## src/sv/mexp_pkg.sv

```systemverilog
// Shared types, constants and the control store of the modular exponentiation block.
// No dependencies; every other file imports this package.
package mexp_pkg;

	localparam int BASE_W  = 32;   // width of the base field
	localparam int EXPIN_W = 64;   // width of the exponent field on the port
	localparam int RES_W   = 32;   // width of the residue field
	localparam int CNT_W   = 6;    // multiplier bit counter, holds up to BASE_W
	localparam int STEP_W  = 4;

	typedef logic [STEP_W-1:0] step_t;

	// datapath action of one control word
	typedef enum logic [3:0] {
		ACT_NONE,
		ACT_TAKE,    // accept an input beat
		ACT_CHECK,   // settle the zero exponent and zero modulus cases
		ACT_LD_RED,  // load multiplier: base reduction
		ACT_MUL,     // one multiplier bit step
		ACT_WR_B,    // store reduced base, r = 1, arm bit counter
		ACT_LD_SQ,   // load multiplier: r * r
		ACT_WR_R,    // store multiplier result into r
		ACT_LD_MB,   // load multiplier: r * b
		ACT_NEXT,    // advance to the next exponent bit
		ACT_LD_RES,  // copy r into the result register
		ACT_EMIT     // hand the result to the output register
	} act_t;

	// jump condition; when true the sequencer jumps to the target
	typedef enum logic [2:0] {
		C_NEVER,
		C_NO_IN,
		C_TRIVIAL,
		C_MUL_MORE,
		C_EBIT_CLR,
		C_BITS_LEFT,
		C_OUT_BUSY
	} cond_t;

	typedef struct packed {
		act_t  act;
		cond_t cond;
		step_t tgt;
		logic  ret;   // on fall-through return to the idle step
	} uword_t;

	typedef struct packed {
		logic load;
		logic run;
	} mm_ctl_t;

	localparam step_t ST_IDLE   = 4'd0;
	localparam step_t ST_CHECK  = 4'd1;
	localparam step_t ST_LD_RED = 4'd2;
	localparam step_t ST_RED    = 4'd3;
	localparam step_t ST_WR_B   = 4'd4;
	localparam step_t ST_LD_SQ  = 4'd5;
	localparam step_t ST_SQ     = 4'd6;
	localparam step_t ST_WR_SQ  = 4'd7;
	localparam step_t ST_LD_MB  = 4'd8;
	localparam step_t ST_MB     = 4'd9;
	localparam step_t ST_WR_MB  = 4'd10;
	localparam step_t ST_NEXT   = 4'd11;
	localparam step_t ST_LD_RES = 4'd12;
	localparam step_t ST_EMIT   = 4'd13;

	// control store: one word per step
	function automatic uword_t ucode(input step_t s);
		uword_t w;
		w = '{act: ACT_NONE, cond: C_NEVER, tgt: ST_IDLE, ret: 1'b1};
		unique case (s)
			ST_IDLE:   w = '{act: ACT_TAKE,   cond: C_NO_IN,     tgt: ST_IDLE,  ret: 1'b0};
			ST_CHECK:  w = '{act: ACT_CHECK,  cond: C_TRIVIAL,   tgt: ST_EMIT,  ret: 1'b0};
			ST_LD_RED: w = '{act: ACT_LD_RED, cond: C_NEVER,     tgt: ST_IDLE,  ret: 1'b0};
			ST_RED:    w = '{act: ACT_MUL,    cond: C_MUL_MORE,  tgt: ST_RED,   ret: 1'b0};
			ST_WR_B:   w = '{act: ACT_WR_B,   cond: C_NEVER,     tgt: ST_IDLE,  ret: 1'b0};
			ST_LD_SQ:  w = '{act: ACT_LD_SQ,  cond: C_NEVER,     tgt: ST_IDLE,  ret: 1'b0};
			ST_SQ:     w = '{act: ACT_MUL,    cond: C_MUL_MORE,  tgt: ST_SQ,    ret: 1'b0};
			ST_WR_SQ:  w = '{act: ACT_WR_R,   cond: C_EBIT_CLR,  tgt: ST_NEXT,  ret: 1'b0};
			ST_LD_MB:  w = '{act: ACT_LD_MB,  cond: C_NEVER,     tgt: ST_IDLE,  ret: 1'b0};
			ST_MB:     w = '{act: ACT_MUL,    cond: C_MUL_MORE,  tgt: ST_MB,    ret: 1'b0};
			ST_WR_MB:  w = '{act: ACT_WR_R,   cond: C_NEVER,     tgt: ST_IDLE,  ret: 1'b0};
			ST_NEXT:   w = '{act: ACT_NEXT,   cond: C_BITS_LEFT, tgt: ST_LD_SQ, ret: 1'b0};
			ST_LD_RES: w = '{act: ACT_LD_RES, cond: C_NEVER,     tgt: ST_IDLE,  ret: 1'b0};
			ST_EMIT:   w = '{act: ACT_EMIT,   cond: C_OUT_BUSY,  tgt: ST_EMIT,  ret: 1'b1};
			default:   w = '{act: ACT_NONE,   cond: C_NEVER,     tgt: ST_IDLE,  ret: 1'b1};
		endcase
		return w;
	endfunction

endpackage

```

## src/sv/mexp_mulmod.sv

```systemverilog
// Bit-serial modular multiplier: acc = x * y mod p, one bit of y per cycle, MSB first.
// Depends on mexp_pkg.
module mexp_mulmod import mexp_pkg::*; #(
	parameter int MOD_WIDTH = 32
) (
	input  logic                 clk,
	input  logic                 arst_n,
	input  mm_ctl_t              ctl,
	input  logic [MOD_WIDTH-1:0] x,
	input  logic [BASE_W-1:0]    y,      // left aligned, scanned from the top
	input  logic [CNT_W-1:0]     len,
	input  logic [MOD_WIDTH-1:0] p,
	output logic [MOD_WIDTH-1:0] acc,
	output logic                 more
);

	logic [MOD_WIDTH-1:0] acc_q;
	logic [MOD_WIDTH-1:0] x_q;
	logic [BASE_W-1:0]    y_q;
	logic [CNT_W-1:0]     cnt_q;

	logic [MOD_WIDTH+1:0] t;
	logic [MOD_WIDTH+2:0] d1;
	logic [MOD_WIDTH+2:0] d2;
	logic [MOD_WIDTH-1:0] acc_nx;

	// 2*acc + bit*x stays below 3p; subtract p and 2p side by side and pick
	always_comb begin
		t  = {1'b0, acc_q, 1'b0} + (y_q[BASE_W-1] ? {2'b00, x_q} : '0);
		d1 = {1'b0, t} - {3'b000, p};
		d2 = {1'b0, t} - {2'b00, p, 1'b0};
		priority if (!d2[MOD_WIDTH+2]) begin
			acc_nx = d2[MOD_WIDTH-1:0];
		end else if (!d1[MOD_WIDTH+2]) begin
			acc_nx = d1[MOD_WIDTH-1:0];
		end else begin
			acc_nx = t[MOD_WIDTH-1:0];
		end
	end

	always_ff @(posedge clk or negedge arst_n) begin
		if (!arst_n) begin
			cnt_q <= '0;
		end else if (ctl.load) begin
			cnt_q <= len;
		end else if (ctl.run) begin
			cnt_q <= cnt_q - CNT_W'(1);
		end
	end

	always_ff @(posedge clk) begin
		if (ctl.load) begin
			acc_q <= '0;
			x_q   <= x;
			y_q   <= y;
		end else if (ctl.run) begin
			acc_q <= acc_nx;
			y_q   <= y_q << 1;
		end
	end

	assign acc  = acc_q;
	assign more = (cnt_q != CNT_W'(1));

endmodule

```

## src/sv/modular_exponentiation.sv

```systemverilog
// Top level of the modular exponentiation block: residue = base ^ exponent mod modulus.
// Depends on mexp_pkg and mexp_mulmod.
//
// Usage
//   Write the modulus through cfg_we/cfg_wdata while the block is idle; it resets to 0.
//   Input beats carry base and exponent on s_tdata; each gives one output beat with the
//   residue on m_tdata and an error flag on m_tuser.
//   A zero exponent gives 1 without error. A zero modulus with a nonzero exponent gives
//   residue 0 with m_tuser high.
// Operation
//   A small microcoded sequencer drives one bit-serial modular multiplier. Reducing the
//   base comes first; each exponent bit then costs a square, a multiply when the bit
//   is set and an advance step. The trivial cases go straight from the check to the
//   output. The multiplier sets the rate: one item is worked at a time.
// Reset and stall
//   arst_n clears the sequencer, the output valid and the modulus. A finished result sits
//   in the output register until m_tready takes it, while the block already accepts and
//   works the next item; it holds that one at the end until the register is free.
module modular_exponentiation import mexp_pkg::*; #(
	parameter int MOD_WIDTH = 32,
	parameter int EXP_WIDTH = 64
) (
	input  logic                       clk,
	input  logic                       arst_n,
	input  logic                       cfg_we,
	input  logic [BASE_W-1:0]          cfg_wdata,   // modulus
	input  logic                       s_tvalid,
	output logic                       s_tready,
	input  logic [BASE_W+EXPIN_W-1:0]  s_tdata,     // [31:0] base, [95:32] exponent
	output logic                       m_tvalid,
	input  logic                       m_tready,
	output logic [RES_W-1:0]           m_tdata,     // [31:0] residue
	output logic                       m_tuser      // [0] error
);

	localparam int BIT_W = $clog2(EXP_WIDTH + 1);

	// configuration
	logic [MOD_WIDTH-1:0] modulus_q;

	// sequencer
	step_t  step_q;
	step_t  step_nx;
	uword_t uw;
	logic   cond_hit;

	// datapath
	logic [BASE_W-1:0]    g_q;
	logic [EXP_WIDTH-1:0] e_q;
	logic [MOD_WIDTH-1:0] b_q;
	logic [MOD_WIDTH-1:0] r_q;
	logic [BIT_W-1:0]     bit_q;
	logic [MOD_WIDTH-1:0] res_q;
	logic                 err_q;

	// output register
	logic                 m_tvalid_q;
	logic [MOD_WIDTH-1:0] out_res_q;
	logic                 out_err_q;
	logic                 out_busy;
	logic                 emit;

	// multiplier
	mm_ctl_t              mm_ctl;
	logic [MOD_WIDTH-1:0] mm_x;
	logic [BASE_W-1:0]    mm_y;
	logic [CNT_W-1:0]     mm_len;
	logic [MOD_WIDTH-1:0] mm_acc;
	logic                 mm_more;

	always_ff @(posedge clk or negedge arst_n) begin
		if (!arst_n) begin
			modulus_q <= '0;
		end else if (cfg_we) begin
			modulus_q <= cfg_wdata[MOD_WIDTH-1:0];
		end
	end

	// fetch the control word of the current step
	assign uw       = ucode(step_q);
	assign out_busy = m_tvalid_q && !m_tready;

	// evaluate the jump condition
	always_comb begin
		unique case (uw.cond)
			C_NEVER:     cond_hit = 1'b0;
			C_NO_IN:     cond_hit = !s_tvalid;
			C_TRIVIAL:   cond_hit = (e_q == '0) || (modulus_q == '0);
			C_MUL_MORE:  cond_hit = mm_more;
			C_EBIT_CLR:  cond_hit = !e_q[EXP_WIDTH-1];
			C_BITS_LEFT: cond_hit = (bit_q != BIT_W'(1));
			C_OUT_BUSY:  cond_hit = out_busy;
			default:     cond_hit = 1'b0;
		endcase
	end

	// next step: jump, return to idle, or advance
	always_comb begin
		priority if (cond_hit) begin
			step_nx = uw.tgt;
		end else if (uw.ret) begin
			step_nx = ST_IDLE;
		end else begin
			step_nx = step_q + step_t'(1);
		end
	end

	always_ff @(posedge clk or negedge arst_n) begin
		if (!arst_n) begin
			step_q <= ST_IDLE;
		end else begin
			step_q <= step_nx;
		end
	end

	assign s_tready = (uw.act == ACT_TAKE);
	assign emit     = (uw.act == ACT_EMIT) && !out_busy;

	// steer the multiplier operands from the control word
	always_comb begin
		mm_ctl.load = 1'b0;
		mm_ctl.run  = (uw.act == ACT_MUL);
		mm_x        = '0;
		mm_y        = '0;
		mm_len      = CNT_W'(MOD_WIDTH);
		unique case (uw.act)
			ACT_LD_RED: begin
				mm_ctl.load = 1'b1;
				mm_x        = MOD_WIDTH'(1);
				mm_y        = g_q;
				mm_len      = CNT_W'(BASE_W);
			end
			ACT_LD_SQ: begin
				mm_ctl.load = 1'b1;
				mm_x        = r_q;
				mm_y        = BASE_W'(r_q) << (BASE_W - MOD_WIDTH);
			end
			ACT_LD_MB: begin
				mm_ctl.load = 1'b1;
				mm_x        = r_q;
				mm_y        = BASE_W'(b_q) << (BASE_W - MOD_WIDTH);
			end
			default: begin
				mm_ctl.load = 1'b0;
			end
		endcase
	end

	mexp_mulmod #(
		.MOD_WIDTH(MOD_WIDTH)
	) u_mulmod (
		.clk    (clk),
		.arst_n (arst_n),
		.ctl    (mm_ctl),
		.x      (mm_x),
		.y      (mm_y),
		.len    (mm_len),
		.p      (modulus_q),
		.acc    (mm_acc),
		.more   (mm_more)
	);

	// working registers, written as the control word says
	always_ff @(posedge clk) begin
		unique case (uw.act)
			ACT_TAKE: begin
				if (s_tvalid) begin
					g_q <= s_tdata[BASE_W-1:0];
					e_q <= s_tdata[BASE_W +: EXP_WIDTH];
				end
			end
			ACT_CHECK: begin
				res_q <= (e_q == '0) ? MOD_WIDTH'(1) : '0;
				err_q <= (e_q != '0);
			end
			ACT_WR_B: begin
				b_q   <= mm_acc;
				r_q   <= MOD_WIDTH'(1);
				bit_q <= BIT_W'(EXP_WIDTH);
			end
			ACT_WR_R: begin
				r_q <= mm_acc;
			end
			ACT_NEXT: begin
				e_q   <= e_q << 1;
				bit_q <= bit_q - BIT_W'(1);
			end
			ACT_LD_RES: begin
				res_q <= r_q;
				err_q <= 1'b0;
			end
			default: begin
				res_q <= res_q;
			end
		endcase
	end

	// output register: hold the beat until the receiver takes it
	always_ff @(posedge clk or negedge arst_n) begin
		if (!arst_n) begin
			m_tvalid_q <= 1'b0;
		end else if (emit) begin
			m_tvalid_q <= 1'b1;
		end else if (m_tready) begin
			m_tvalid_q <= 1'b0;
		end
	end

	always_ff @(posedge clk) begin
		if (emit) begin
			out_res_q <= res_q;
			out_err_q <= err_q;
		end
	end

	assign m_tvalid = m_tvalid_q;
	assign m_tdata  = RES_W'(out_res_q);
	assign m_tuser  = out_err_q;

	// an error beat carries a zero residue
	a_err_zero: assert property (@(posedge clk) disable iff (!arst_n)
		m_tvalid && m_tuser |-> m_tdata == '0)
		else $error("error beat with nonzero residue");

	// a regular residue other than one lies below the modulus
	a_res_range: assert property (@(posedge clk) disable iff (!arst_n)
		m_tvalid && !m_tuser && m_tdata != RES_W'(1) |-> m_tdata < RES_W'(modulus_q))
		else $error("residue not reduced");

	// every multiplier step leaves a reduced accumulator
	a_acc_range: assert property (@(posedge clk) disable iff (!arst_n)
		mm_ctl.run |=> mm_acc < modulus_q)
		else $error("multiplier accumulator not reduced");

	// an accepted beat keeps the input closed on the next cycle
	a_one_item: assert property (@(posedge clk) disable iff (!arst_n)
		s_tvalid && s_tready |=> !s_tready)
		else $error("second input accepted while busy");

endmodule

```

## config.mk

```make
export PLATFORM = sky130hd
export DESIGN_NAME = modular_exponentiation
export DESIGN_NICKNAME = d
export VERILOG_FILES = /design/src/sv/mexp_pkg.sv /design/src/sv/mexp_mulmod.sv /design/src/sv/modular_exponentiation.sv
export SDC_FILE = /design/constraint.sdc
export NUM_CORES = 1
export LEC_CHECK = 0
export ABC_AREA = 1
export BUFFER_PORTS_ARGS = -buffer_cell sky130_fd_sc_hd__buf_2
export CELL_PAD_IN_SITES_DETAIL_PLACEMENT = 1
export CELL_PAD_IN_SITES_GLOBAL_PLACEMENT = 1
export CORE_MARGIN = 3
export CORE_UTILIZATION = 43
export DETAILED_ROUTE_END_ITERATION = 7
export PLACE_DENSITY_LB_ADDON = 0.1
export SYNTH_ARGS = -nofsm -noshare
export SYNTH_HDL_FRONTEND = slang
export SYNTH_HIERARCHICAL = 1
export SYNTH_SLANG_ARGS = --single-unit
export TNS_END_PERCENT = 50
```

## constraint.sdc

```tcl
create_clock -name clk -period 6.7 [get_ports clk]
set_input_delay 0.335 -clock clk [delete_from_list [all_inputs] [get_ports clk]]
set_output_delay 0.335 -clock clk [all_outputs]
set_load 0.05 [all_outputs]
```

After elaboration in Yosys (flattened, before gate mapping)
Memory sizes are Yosys's and may differ from the RTL's.
Cells that the tools add are included.
Word-level totals
  register bits: 372
  ROM bits: 192
  input bits: 133
  output and inout bits: 35
  word-level logic and storage cells: 85
  memories: 1
Memory list
  (name not given): depth 16, bits a word 12, read ports 1, clocked after Yosys merged registers in 0, write ports 0, line mexp_pkg.sv:71  | unique case (s)
Operators by class
  add/subtract/negate cells: 6
  equal/unequal tests: 20
  mux-type cells: 22
  reduce and logical (&&, ||, !) cells: 20
Operators by type and width (count)
  one-hot mux 32 bit (2 select lines): 3
  2-to-1 mux 32 bit: 5
  one-hot mux 64 bit (2 select lines): 1
  one-hot mux 32 bit (3 select lines): 1
  logical NOT 64 bit: 1
  2-to-1 mux 64 bit: 1
  nonzero test 64 bit: 1
  subtractor 34 x 32 -> 35 bit: 1
  subtractor 34 x 33 -> 35 bit: 1
  adder 33 x 34 -> 34 bit: 1
  logical NOT 32 bit: 1
  equality test 4 x 3 -> 1 bit (second input constant): 4
  equality test 4 bit (second input constant): 4
  one-hot mux 7 bit (2 select lines): 1
  2-to-1 mux 6 bit: 2
  nonzero test 2 bit: 6
  equality test 3 bit (second input constant): 3
  equality test 4 x 2 -> 1 bit (second input constant): 2
  2-to-1 mux 4 bit: 2
  != test 7 x 1 -> 1 bit (second input constant): 1
  subtractor 7 x 1 -> 7 bit (second input constant): 1
  equality test 3 x 2 -> 1 bit (second input constant): 2
  != test 6 x 1 -> 1 bit (second input constant): 1
  one-hot mux 1 bit (6 select lines): 1
  13 further kinds: 21

Longest topological paths before layout
  depth in word-level cells: 5
  mapped depth: 36
  mapped depth without buffers: 34

Hierarchy
Netlist, hierarchy kept.
By module, submodules not included
  modular_exponentiation: times used 1, cells an instance 1060, area each 11596.1 sq um, seq. area each 7922.6 sq um
  mexp_mulmod: times used 1, cells an instance 1693, area each 10825.4 sq um, seq. area each 2712.6 sq um

Worst setup path before layout
Ideal clock, no wire load.
  path kind: register to register
  start: reg step_q[0]
  end: reg e_q[0], enable pin
  library setup time: 0.394 ns
  arrival: 3.721 ns
  required time: 6.306 ns
  path slack: 2.585 ns
  stages on the path, launching flop included: 9
  buffers on the path: 0
  clock period less this slack: 4.115 ns
  path through: dfrtp_1 inv_1 ha_1 nand2_2 o211ai_2 nand2_2 nand2_1 nor3b_2 or2_2
Between the ends
  cells in the longest elaborated chain, start to end: 4
  elaborated cells on any way between the ends: 6
  classes of those cells: 3 x eq/ne; 2 x reduce/logical; 1 x memory
RTL lines
  start: declaration: line modular_exponentiation.sv:42  | step_t step_q;
  start signal: assignment: line modular_exponentiation.sv:112  | step_q <= step_nx;
  memory read (16 x 12 bit) *
  equality test 4 x 1 -> 1 bit or equality test 4 bit (tied branches): line modular_exponentiation.sv:165  | unique case (uw.act)
  != test 2 bit (no source line) or nonzero test 2 bit (tied branches)
  AND reduction 2 bit (no source line) *
  end signal: assignment: line modular_exponentiation.sv:169  | e_q <= s_tdata[BASE_W +: EXP_WIDTH];
  end signal: assignment: line modular_exponentiation.sv:185  | e_q <= e_q << 1;
  end: declaration: line modular_exponentiation.sv:49  | logic [EXP_WIDTH-1:0] e_q;
Mark *: on every way between the ends. The rest lies on a longest branch, timed or not.
A chain may end at the register's enable or synchronous reset.

Worst setup path in the final report
  start: reg u_mulmod.y_q[31]
  end: reg u_mulmod.acc_q[29] (netlist: u_mulmod/acc[29])
Between the ends
  cells in the longest elaborated chain, start to end: 5
  elaborated cells on any way between the ends: 6
  classes of those cells: 3 x add/sub; 3 x mux
RTL lines
  start: declaration: line mexp_mulmod.sv:19  | logic [BASE_W-1:0] y_q;
  start signal: assignment: line mexp_mulmod.sv:55  | y_q <= y;
  start signal: assignment: line mexp_mulmod.sv:58  | y_q <= y_q << 1;
  2-to-1 mux 32 bit *: line mexp_mulmod.sv:29  | t = {1'b0, acc_q, 1'b0} + (y_q[BASE_W-1] ? {2'b00, x_q} : '0);
  adder 33 x 34 -> 34 bit *: line mexp_mulmod.sv:29
  subtractor 34 x 32 -> 35 bit: line mexp_mulmod.sv:30  | d1 = {1'b0, t} - {3'b000, p};
  2-to-1 mux 32 bit: line mexp_mulmod.sv:34  | end else if (!d1[MOD_WIDTH+2]) begin
  2-to-1 mux 32 bit *: line mexp_mulmod.sv:32  | priority if (!d2[MOD_WIDTH+2]) begin
  end signal: assignment: line mexp_mulmod.sv:57  | acc_q <= acc_nx;
  end: declaration: line mexp_mulmod.sv:17  | logic [MOD_WIDTH-1:0] acc_q;
Marks and branches as above.

==> flow_summary_export.csv <==
group,metric,value,unit
logic_synthesis,synth_top_cell_by_area,"edfxtp_1",
floorplan,die_h,234,um
layout,antennaDiodeCount,0,
floorplan,die_w,234,um
critical_path,crit_path_max_incr_delay,0.79,ns
logic_synthesis,synth_seq_cells,372,
floorplan,io_pins,168,
logic_synthesis,synth_top_area_share,0.398,
routing,drcViolationCount,0,
cts,ctsHoldBuffers,70,
floorplan,core-area,51400,um^2
timing,fmax,175,MHz
critical_path,reg2reg_slack,0.99,ns
routing,viasPerCell,5.14,
timing,hold_slack,0.0369,ns
grt,grt_pass1_wl,107000,um
layout,utilization,0.505,
layout,multiInputGateArea,9910,um^2
routing,vias,19000,
timing,slew_viol_final,0,
floorplan,row_count,83,
logic_synthesis,synth_edf_count,297,
logic_synthesis,yosys_warnings,6,
critical_path,critPathArrivalTime,6.23,ns
timing,finalHoldViolations,0,
logic_synthesis,synth_common_cells,"nand2_1 (839), inv_1 (372), edfxtp_1 (297), nor2_1 (284), a21oi_1 (151)",
logic_synthesis,synth_area,22400,um^2
critical_path,crit_fanout,33,
routing,drt_iter0_drc,972,
layout,regArea,10600,um^2
logic_synthesis,avgSynthCellArea,8.14,um^2
logic_synthesis,netlist_instances,2753,
logic_synthesis,synth-main-ff-cell,"edfxtp_1",
layout,fillCellCount,6183,
grt,grt_max_degree,92,
floorplan,die_area,54900,um^2
cts,clock_sinks,372,
timing,fin_skew,0.0223,ns
cts,cts_made_buffers,44,
critical_path,crit_path_start_kind,"register",
hold_path,hold_path_class,"in -> reg",
timing,min_period_over_period,0.852,
routing,antenna_left,0,
job,cap_violations,0,
cts,cts_root_buf,"clkbuf_16",
timing,rsz0062_at_grt,"no",
cts,cts-resized-gates,0,
grt,antenna_found_initial,1,
logic_synthesis,ys_async_sr_fraction,0.116,
routing,drt_first_pass_iters,5,
layout,area_growth,15.7,%
logic_synthesis,yosys-top-cells-area,"edfxtp_1 (40%), nand2_1 (14%), inv_1 (6.2%)",
cts,h-tree-depth,2,
outcome,status,"complete, no violations",
critical_path,crit_required,7.22,ns
grt,grt_pass1_vias,19800,
timing,finalSetupViolations,0,
placement,place_congestion,0.907,
layout,nets,3225,
cts,cts_setup_buffers,0,
cts,clk_path_buf_depth,3,
routing,wl,67300,um
grt,grt.total_usage,0.246,
grt,grt-ovfl-total,0,
placement,dp_hpwl,51600,um
logic_synthesis,yosysSeqAreaShare,0.474,
timing,tightestPinTransition,1.26,ns
critical_path,slowest_stage,"edfxtp_1",
critical_path,worst-setup-path-type,"reg -> reg",
timing,slew_headroom,0.160,
routing,wl_per_cell,18.2,um
cts,clk_latency,0.59,ns
logic_synthesis,ys_types,54,
timing,finalCriticalPeriod,5.71,ns
critical_path,endpoint_kind,"register",
layout,drive_gt1_frac,0.115,
cts,cts_tree,"yes",
placement,portBuffers,167,
critical_path,cpMostUsedCell,"nand2_1",
cts,clk_pin_slew,0.06,ns
timing,fin_tns_setup,0,ns
logic_synthesis,synth.most_common_cell,"nand2_1",
floorplan,start_util,0.436,
## cell type report
class	count	share of cell area
multi-input cells	1916	0.382
clock inverters	25	0.00945
repair buffers	251	0.0633
flip-flops and latches	372	0.410
well taps	680	0.0328
inverters	397	0.0575
clock buffers	55	0.0448
## final timing paths
kind / from / endpoint / cells past startpoint
worst max-delay path: u_mulmod/y_q[31]$_DFFE_PP_ / u_mulmod/acc[29]$_SDFFE_PP0P_ / 28
worst min-delay path: s_tdata[73] / e_q[41]$_DFFE_PP_ / 3
worst max register to register: u_mulmod/y_q[31]$_DFFE_PP_ / u_mulmod/acc[29]$_SDFFE_PP0P_ / 28
worst min register to register: res_q[1]$_SDFFCE_PN0P_ / m_tdata[1]$_DFFE_PP_ / 0
max in group asynchronous: arst_n / step_q[3]$_DFF_PN0_ / 2
min in group asynchronous: arst_n / modulus_q[28]$_DFFE_PN0P_ / 2
## flip-flops by register name, indices dropped and copies added, names as in the netlist, 4 cells and up
name / count
res_q: 32
b_q: 32
bit_q: 7
r_q: 32
m_tdata: 32
u_mulmod/x_q: 32
u_mulmod/y_q: 32
e_q: 64
u_mulmod/cnt_q: 6
modulus_q: 32
step_q: 4
u_mulmod/acc: 32
g_q: 32
## cells by family after synthesis
family	Yosys count	share of synthesized area
buffers and inverters	469	0.0853
xor gates and xnor gates	71	0.0277
other	2	0.000335
DFF	372	0.474
AOI/OAI and AO/OA	330	0.0858
and+or+nand+nor	1381	0.255
adders and majority gates	110	0.0624
muxes	18	0.00904
## metal layers
layer	vias up	wire, um	share of wire	GRT usage
met3	80	2210	0.033	0.0226
met4	0	1520	0.023	0.0637
met5	-	0	0	0
met1	9217	31600	0.47	0.340
li1	9375	-	-	-
met2	327	31900	0.47	0.416
## stage by stage
step | instance area [um^2] | setup slack (ns) | instances
floorplan | 22400 | 2.58 | 2757
global placement | 23800 | 1.20 | 3546
detailed placement | 23800 | 1.03 | 3546
CTS | 25900 | 0.990 | 3696
global route | 25900 | 0.451 | 3696
finish | 25900 | 0.993 | 3696
## placed cells by master, fill, tap and decap left out, types with 4 or more instances in the layout
master         Yosys  routed
nand4_1           15      15
buf_4              3      14
clkinv_2           0       7
clkbuf_1          23       9
nand3b_1          20      20
conb_1             2       6
buf_2             26     167
nor2_2            12      15
ha_1             107     107
or2_2              6       6
o21ai_0           77      77
nand2_2           19      20
a21boi_0           7       7
a21oi_1          151     151
xor2_1            43      43
clkbuf_16          0      44
nand3_1          144     144
nor2_4             4       5
inv_1            372     371
nand2_1          839     838
mux2_2            18      18
xnor2_1           28      28
nor2_1           284     280
inv_2             23      24
dfxtp_1           32      32
o21ai_1           13      13
o221ai_1           4       4
o21bai_1          24      24
a21o_1             9       9
dlygate4sd3_1      0      70
nor3_1            23      23
dfrtp_1           43      43
edfxtp_1         297     297
clkinv_1           1      11
o211ai_1          31      31
nor4_1             4       4
## worst max-delay path, delay by kind of cell, from the launching register on
| family | cells | cell delay, ns |
|---|---|---|
| simple gates | 18 | 2.54 |
| compound gates | 2 | 0.43 |
| xor+xnor | 1 | 0.27 |
| flops | 1 | 0.79 |
| buf+inv | 4 | 0.66 |
| fa+ha+maj | 3 | 0.95 |
Power is not shown: default switching activity piles up to over one toggle a cycle in this logic, so the estimate is an artifact.
